<file path="config.mk">
export PLATFORM = sky130hd
export DESIGN_NAME = two_class_exclusion_arbiter
export DESIGN_NICKNAME = d
export VERILOG_FILES = /design/src/sv/tcea_pkg.sv /design/src/sv/tcea_core.sv /design/src/sv/two_class_exclusion_arbiter.sv
export SDC_FILE = /design/constraint.sdc
export NUM_CORES = 1
export LEC_CHECK = 0
export BUFFER_PORTS_ARGS = -buffer_cell sky130_fd_sc_hd__clkbuf_2
export CELL_PAD_IN_SITES_DETAIL_PLACEMENT = 1
export CELL_PAD_IN_SITES_GLOBAL_PLACEMENT = 1
export CORE_MARGIN = 3
export CORE_UTILIZATION = 40
export CTS_CLUSTER_DIAMETER = 30
export DETAILED_ROUTE_END_ITERATION = 7
export GPL_ROUTABILITY_DRIVEN = 0
export HOLD_SLACK_MARGIN = 0.15
export PLACE_DENSITY_LB_ADDON = 0.2
export SYNTH_ARGS = -nofsm -noshare
export SYNTH_HDL_FRONTEND = slang
export SYNTH_SLANG_ARGS = --single-unit
</file>
<file path="constraint.sdc">
create_clock -name clk -period 8.3 [get_ports clk]
set_input_delay 0.415 -clock clk [delete_from_list [all_inputs] [get_ports clk]]
set_output_delay 0.415 -clock clk [all_outputs]
set_load 0.05 [all_outputs]
</file>
<file path="src/sv/tcea_pkg.sv">
// shared types and constants for the two-class exclusion arbiter
`default_nettype none
package tcea_pkg;

  localparam int CntW = 8;
  localparam logic [CntW-1:0] MAX_COUNT = 8'd255;
  localparam logic [7:0] QUOTA_RESET = 8'd4;
  localparam logic [8:0] SERVED_SAT = 9'd255;

  typedef enum logic {
    CMD_ARRIVE = 1'b0,
    CMD_LEAVE  = 1'b1
  } cmd_t;

  typedef logic [CntW-1:0] cnt_t;

  typedef struct packed {
    logic       admitted_now;
    logic [7:0] released_count;
    logic       error_flag;
  } result_t;

endpackage
`default_nettype wire

</file>
<file path="src/sv/tcea_core.sv">
// class counters and the closed-form arrive / leave update
`default_nettype none
module tcea_core (
  input  wire logic              clk,
  input  wire logic              rst,
  input  wire logic              advance,
  input  wire tcea_pkg::cmd_t    command,
  input  wire logic              requester_class,
  input  wire logic [7:0]        turn_quota,
  output tcea_pkg::result_t      result
);
  import tcea_pkg::*;

  cnt_t occupied      [2];
  cnt_t waiting       [2];
  cnt_t served        [2];
  cnt_t occupied_next [2];
  cnt_t waiting_next  [2];
  cnt_t served_next   [2];

  logic c;
  logic o;
  logic blocked;
  cnt_t k;
  cnt_t room;
  logic [8:0] headroom;
  logic [8:0] bump;

  always_comb begin
    c = requester_class;
    o = ~requester_class;
    for (int i = 0; i < 2; i++) begin
      occupied_next[i] = occupied[i];
      waiting_next[i]  = waiting[i];
      served_next[i]   = served[i];
    end
    result = '0;
    blocked = (occupied[o] != '0) ||
              ((waiting[o] != '0) && (served[c] >= turn_quota));
    room = turn_quota - served[o];
    k = '0;
    if ((occupied[c] == cnt_t'(1)) && (command == CMD_LEAVE)) begin
      if (waiting[c] == '0) begin
        k = waiting[o];
      end else if (served[o] < turn_quota) begin
        k = (waiting[o] < room) ? waiting[o] : room;
      end
    end
    headroom = {1'b0, MAX_COUNT} - {1'b0, occupied[o]};
    bump = {1'b0, served[o]} + {1'b0, k};

    case (command)
      CMD_ARRIVE: begin
        if (blocked) begin
          if (waiting[c] >= MAX_COUNT) begin
            result.error_flag = 1'b1;
          end else begin
            waiting_next[c] = waiting[c] + cnt_t'(1);
          end
        end else begin
          if (occupied[c] >= MAX_COUNT) begin
            result.error_flag = 1'b1;
          end else begin
            occupied_next[c] = occupied[c] + cnt_t'(1);
            served_next[o] = '0;
            // saturating bump of this class's turn count, only while the other class waits
            if ((waiting[o] != '0) && (served[c] != cnt_t'(SERVED_SAT))) begin
              served_next[c] = served[c] + cnt_t'(1);
            end
            result.admitted_now = 1'b1;
          end
        end
      end
      CMD_LEAVE: begin
        if (occupied[c] == '0) begin
          result.error_flag = 1'b1;
        end else if ({1'b0, k} > headroom) begin
          result.error_flag = 1'b1;
        end else begin
          occupied_next[c] = occupied[c] - cnt_t'(1);
          if (k != '0) begin
            occupied_next[o] = occupied[o] + k;
            waiting_next[o]  = waiting[o] - k;
            served_next[c]   = '0;
            if (waiting[c] != '0) begin
              served_next[o] = (bump > SERVED_SAT) ? cnt_t'(SERVED_SAT) : bump[7:0];
            end
          end
          result.released_count = k;
        end
      end
      default: begin
        result = '0;
      end
    endcase
  end

  always_ff @(posedge clk) begin
    if (rst) begin
      for (int i = 0; i < 2; i++) begin
        occupied[i] <= '0;
        waiting[i]  <= '0;
        served[i]   <= '0;
      end
    end else if (advance) begin
      for (int i = 0; i < 2; i++) begin
        occupied[i] <= occupied_next[i];
        waiting[i]  <= waiting_next[i];
        served[i]   <= served_next[i];
      end
    end
  end

endmodule
`default_nettype wire

</file>
<file path="src/sv/two_class_exclusion_arbiter.sv">
// path: an accepted beat passes through the input reg and then the result reg
// throughput: one beat per cycle while out_ready is high, set by the counter update in tcea_core
// a waiting result stalls the input once the input reg also holds a beat
// reset: synchronous active-high rst clears all class counters, valid bits and sets
// turn_quota to 4
`default_nettype none
module two_class_exclusion_arbiter (
  input  wire logic       clk,
  input  wire logic       rst,
  // request channel
  input  wire logic       in_valid,
  output logic            in_ready,
  input  wire logic       command,
  input  wire logic       requester_class,
  // result channel
  output logic            out_valid,
  input  wire logic       out_ready,
  output logic            admitted_now,
  output logic [7:0]      released_count,
  output logic            error_flag,
  // quota register write
  input  wire logic       cfg_write,
  input  wire logic [7:0] cfg_data
);
  import tcea_pkg::*;

  logic [7:0] turn_quota;

  // input stage
  logic       req_valid;
  cmd_t       req_command;
  logic       req_class;

  // result stage
  result_t    res;
  result_t    res_q;

  logic       advance;

  // the input beat moves on when the result reg is empty or being drained
  assign advance  = req_valid && (!out_valid || out_ready);
  assign in_ready = !req_valid || advance;

  always_ff @(posedge clk) begin
    if (rst) begin
      turn_quota <= QUOTA_RESET;
    end else if (cfg_write) begin
      turn_quota <= cfg_data;
    end
  end

  // input register: payload without reset
  always_ff @(posedge clk) begin
    if (rst) begin
      req_valid <= 1'b0;
    end else if (in_ready) begin
      req_valid <= in_valid;
    end
  end

  always_ff @(posedge clk) begin
    if (in_valid && in_ready) begin
      req_command <= cmd_t'(command);
      req_class   <= requester_class;
    end
  end

  // counters update exactly once per beat, at the same edge the result is captured
  tcea_core u_core (
    .clk             (clk),
    .rst             (rst),
    .advance         (advance),
    .command         (req_command),
    .requester_class (req_class),
    .turn_quota      (turn_quota),
    .result          (res)
  );

  // result register
  always_ff @(posedge clk) begin
    if (rst) begin
      out_valid <= 1'b0;
    end else if (advance) begin
      out_valid <= 1'b1;
    end else if (out_ready) begin
      out_valid <= 1'b0;
    end
  end

  always_ff @(posedge clk) begin
    if (advance) begin
      res_q <= res;
    end
  end

  assign admitted_now   = res_q.admitted_now;
  assign released_count = res_q.released_count;
  assign error_flag     = res_q.error_flag;

endmodule
`default_nettype wire
</file>
; ---- Yosys cells after proc, flatten, opt, wreduce, memory -nomap -nowiden
; Memories as Yosys holds them, arrays and structs flattened. A register that Yosys moved wholly into a read port is not among the register bits.
; Cells that the tools add are included.
[totals]
elab_cells = 127
output_inout_bits = 12
latchBits = 0
mem_bits_rw = 48
romBits = 0
ff_bits = 22
input_bits = 15
mem_count = 3
[op_classes]
reduce_logical = 21
eq_ne = 2
n_mul = 0
bitwise = 14
n_addsub = 9
order_cmp = 11
n_mux = 59
div = 0
n_shift = 0
[memory_table]
columns = memory, depth, word_bits, read_ports, rd_clocked_by_memory_dff, wr, line_no
row1 = u_core.occupied, 2, 8, 4, 1, 2, tcea_core.sv:14  ; cnt_t occupied [2];
row2 = u_core.served, 2, 8, 4, 1, 2, tcea_core.sv:16  ; cnt_t served [2];
row3 = u_core.waiting, 2, 8, 4, 1, 2, tcea_core.sv:15  ; cnt_t waiting [2];
[op_table]
columns = operator, n
row1 = 16-bit two-way mux, 17
row2 = 16-bit bitwise mux, 7
row3 = 8-bit two-way mux, 13
row4 = 16-bit one-hot mux with 2 select lines, 3
row5 = 16-bit AND, 2
row6 = 16-bit inverter, 2
row7 = 8-bit nonzero test, 4
row8 = "8-bit by 1-bit adder with 8-bit output, second input constant", 3
row9 = 8-bit demux with 1-bit select, 2
row10 = "8-bit greater-or-equal comparator, second input constant", 2
row11 = 8-bit zero test, 2
row12 = 8-bit < comparator, 2
row13 = 1-bit two-way mux, 16
row14 = 8-bit subtractor, 2
row15 = 8-bit by 8-bit adder with 9-bit output, 1
row16 = 8-bit by 9-bit > comparator with 1-bit output, 1
row17 = "9-bit by 8-bit > comparator with 1-bit output, second input constant", 1
row18 = "8-bit by 8-bit subtractor with 9-bit output, first input constant", 1
row19 = 8-bit adder, 1
row20 = "8-bit by 1-bit == test with 1-bit output, second input constant", 1
row21 = 8-bit greater-or-equal comparator, 1
row22 = "8-bit != test, second input constant", 1
row23 = "8-bit by 1-bit subtractor with 8-bit output, second input constant", 1
row24 = 1-bit logical AND, 7
row25 = other kinds (11), 23

; ---- Logic depth before layout (Yosys ltp)
; An unclocked memory read counts as a cell.
[depth]
ltp_word = 18
depth_mapped = 31
mapped_depth_nobuf = 27

; ---- Cells and area by module
; From an unflattened synthesis, not the netlist that was laid out.
[hier_totals]
cells_unflattened = 818
hier_area_um2 = 7041.8
[modules_own_cells]
columns = mod, seq_area_each_um2, instances, cells_each, area_per_inst_um2
row1 = tcea_core, 1441.4, 1, 770, 6307.3
row2 = two_class_exclusion_arbiter, 560.5, 1, 48, 734.5

; ---- Worst setup path after synthesis
; No wires, ideal clock.
[synth_timing]
kind = register to register
start = register, netlist name req_class
end = memory u_core.waiting[0][0] (netlist name) (enable)
required_ps = 7889
path_slack_ps = 819
path_stages_with_launch = 30
synth_period_minus_slack_ps = 7481
path_buffers = 4
setup_ps = 411
t_arrival_ps = 7070
path_cell_list = edfxtp_1 buf_1 buf_1 clkbuf_1 mux2i_1 ha_1 nor2b_1 o21ai_0 nand3_1 o211ai_1 xnor2_1 inv_1 ha_1 nand2_1 nor2_1 and2_1 o31ai_1 buf_2 inv_1 o211ai_1 inv_1 ha_1 a21oi_1 o21ai_0 o21bai_1 a21boi_0 o32ai_1 nand2_1 a2bb2oi_1 o21ai_0
[synth_lines]
columns = element, line_no
row1 = to (decl), tcea_core.sv:15

==> results.tsv <==
stage	metric	value	unit
grt	GRT Total Usage	0.244	
routing	Final ANT Viol Nets	0	
floorplan	Starting Density	0.417	
clock_tree	CTS resizes	0	
power	P_int	0.797	mW
floorplan	die area	17800	um^2
power	combinational fraction of design power	0.282	
power	register share of total power	0.364	
clock_tree	H-tree depth	3	
worst_setup_path	Critical Path AT	6.93	ns
layout	Nets	813	
routing	drt first-iter violations	401	
yosys	dominant cell by count in the synthesized netlist	nor2_1	
floorplan	Core Area	15500	um^2
clock_tree	Post-CTS Setup Bufs	0	
yosys	most common flop cell mapped by yosys	edfxtp_1	
sta	final hold vios	0	
placed_design	# port buffers	26	
layout	Layout area overhead	9.97	%
yosys	Post-synth EDFFs	60	
layout	share of post-route cells with drive strength above 1	0.110	
clock_tree	clock tree sinks	71	
sta	max-slew violation count	0	
routing	WL per Instance	22.4	um
placed_design	Inst Count DP	940	
worst_setup_path	capturing element type of the critical path	flip-flop	
grt	total gr overflow	0	
clock_tree	clk_lat worst skew	0.35	ns
yosys	Area contributors post-synth	edfxtp_1, ha_1, mux2i_1	
routing	Residual DRC	0	
yosys	most area-hungry cell type in the Yosys netlist	edfxtp_1	
sta	min Tclk post-route	6.94	ns
sta	# setup viols final	0	
power	clock share of power	0.353	
power	LEAKAGE	3.01	nW
routing	Via density	6.06	
layout	fin cells	956	
yosys	count of different cell masters after synthesis	65	
sta	Setup Skew	0.00512	ns
power	sw power	0.406	mW
layout	antenna cells	0	
clock_tree	total CTS buffers	9	
grt	initial antenna violation count	0	
floorplan	I/O pin cnt	27	
routing	iteration count of the initial detailed-routing pass	5	
sta	period utilisation layout	0.836	
grt	first-pass GRT wire length	34000	um
power	Peak VDD IR	0.126	mV
min_path	HP Class	primary input to flip-flop	
sta	max_slew headroom	0.242	
routing	via count	5790	
yosys	synthesis-stage register bit count	71	
worst_setup_path	Reg2Reg Depth	22	
worst_setup_path	Crit Path Max Fanout	45	
worst_setup_path	crit path kind	flip-flop to flip-flop	
layout	Final Util	0.458	
worst_setup_path	FF-to-FF setup slack	1.36	ns
yosys	Seq/Total Area, Yosys	0.312	
worst_setup_path	CP Launch Point	req_class$_DFFE_PP_	
clock_tree	Root Driver	clkbuf_16	
yosys	Synth top area share	0.278	
worst_setup_path	worst r2r src	req_class$_DFFE_PP_	
yosys	Synth Instances	723	
worst_setup_path	CP endpoint	u_core.served[1][0]$_SDFFCE_PN0P_	
clock_tree	Post-CTS Hold Fix Bufs	0	
grt	largest net degree at the start of global routing	46	
floorplan	std cell rows	45	
worst_setup_path	crit start category	flip-flop	
yosys	Synth Area per Inst	8.96	um^2
placed_design	pre-CTS WS	1.48	ns
sta	RSZ-0062 raised after global routing	false	
placed_design	hpwl dp	16500	um
sta	Fin Setup TNS	0	ns
power	total power	1.20	mW
job	max-cap violations	0	
yosys	Commonest cells post-synth	nor2_1, edfxtp_1, ha_1	
worst_setup_path	Worst Path Required	8.29	ns
yosys	YS warnings	0	
power	sw frac	0.338	
sta	PnR worst setup slack	1.36	ns
routing	total wirelength of the detailed-routed design	21400	um
yosys	syn nets	796	
clock_tree	Worst-path clk slew	0.06	ns
layout	FILL cells	1854	
yosys	Synth Cell Area	6480	um^2
floorplan	Die Y	133	um
yosys	share of flip-flops with an asynchronous set or reset	0	
worst_setup_path	reg2reg end	u_core.served[1][0]$_SDFFCE_PN0P_	
floorplan	Die X	133	um
run_status	outcome	complete, no violations	
clock_tree	clk buf depth	2	
sta	fmax	144	MHz
sta	worst slew pin tran	1.13	ns
power	Pwr Density	169	nW/um^2
grt	vias in the first global route	6096	
clock_tree	CTS tree	yes	
-- cells in the final DEF (no fill, tap or decap), types with 6 or more instances in the layout --
master	count
mux2_2	22
mux2i_1	38
a221o_1	8
ha_1	54
clkbuf_2	26
xor2_1	10
o21ai_0	34
nand2_1	53
nand3_1	22
nand2b_1	6
a21o_1	12
buf_4	8
and3_1	8
nor2_1	64
nor3_1	17
o22ai_1	8
inv_1	51
xnor2_1	33
nor2b_1	15
a21oi_1	53
o211ai_1	22
clkbuf_16	9
edfxtp_1	60
dfxtp_1	10
a211oi_1	9
a31oi_1	8
-- state kept, by name (all words and copies together) (netlist names), named ones only --
name and cells:
req_valid 1, turn_quota 8, u_core.waiting 16, released_count 8, u_core.occupied 16, out_valid 1, req_command 1, admitted_now 1
error_flag 1, req_class 1, u_core.served 16
-- worst min path at each step --
stage | startpoint | to | slack [ns] | cells past startpoint
finish | command | req_command$_DFFE_PP_ | 0.26 | 1
global route | command | req_command$_DFFE_PP_ | 0.27 | 1
CTS | command | req_command$_DFFE_PP_ | 0.27 | 1
detailed placement | req_valid$_SDFFE_PP0N_ | out_valid$_SDFFE_PP0P_ | 0.52 | 2
global placement | req_valid$_SDFFE_PP0N_ | req_valid$_SDFFE_PP0N_ | 0.50 | 2
floorplan | turn_quota[2]$_SDFFE_PP1P_ | turn_quota[2]$_SDFFE_PP1P_ | 0.48 | 2
-- worst max-delay path, cell delays in order (launching register included) --
cell and delay, ns:
edfxtp_1 0.61, buf_4 0.51, inv_1 0.55, a21boi_0 0.60, inv_1 0.22, ha_1 0.34, o21ai_0 0.16, a21oi_1 0.06
o211a_1 0.23, o31ai_1 0.30, buf_4 0.26, inv_1 0.12, o211ai_1 0.33, inv_1 0.13, ha_1 0.38, a21oi_1 0.17
o21ai_0 0.14, o21bai_1 0.14, a21boi_0 0.10, o32ai_1 0.18, nand2_1 0.12, o21bai_1 0.25, a21o_1 0.61
-- layout make-up --
cell class | instances | area, um^2 | area share
timing repair buffer | 34 | 190 | 0.0267
multi-input combinational | 573 | 4140 | 0.581
clock inverter | 6 | 85.1 | 0.0119
tap | 211 | 264 | 0.0371
inverter | 51 | 191 | 0.0269
clock buffer | 10 | 229 | 0.0322
sequential | 71 | 2020 | 0.284
-- routing by layer --
metal,track usage,vias to the layer above,share of wire
li1,-,2714,-
met1,0.312,2917,0.44
met2,0.416,121,0.49
met3,0.0434,38,0.042
met4,0.0863,0,0.025
met5,0,-,0
-- stage by stage --
stage	instance area [um^2]	hold slack [ns]
global placement	6810	0.497
global route	7120	0.269
CTS	7120	0.269
detailed placement	6810	0.521
finish	7120	0.264
floorplan	6480	0.480
-- power groups by stage --
stage,clock network (mW),registers (mW),logic (mW)
2_1_floorplan,0,0.443,0.237
3_3_place_gp,0,0.444,0.319
3_5_place_dp,0,0.445,0.335
4_1_cts,0.430,0.438,0.338
5_1_grt,0.445,0.442,0.375
6_report,0.425,0.439,0.340
-- cells by family after synthesis --
logic type               Yosys count  synth area share
AO/OA/AOI/OAI                    202             0.212
XOR/XNOR                          43            0.0582
buffers and inverters             79            0.0487
AND/OR/NAND/NOR                  210             0.155
flip-flops                        71             0.312
adder cells (fa/ha/maj)           58             0.117
multiplexers                      60            0.0970
Power figures use the tool's default switching activity.
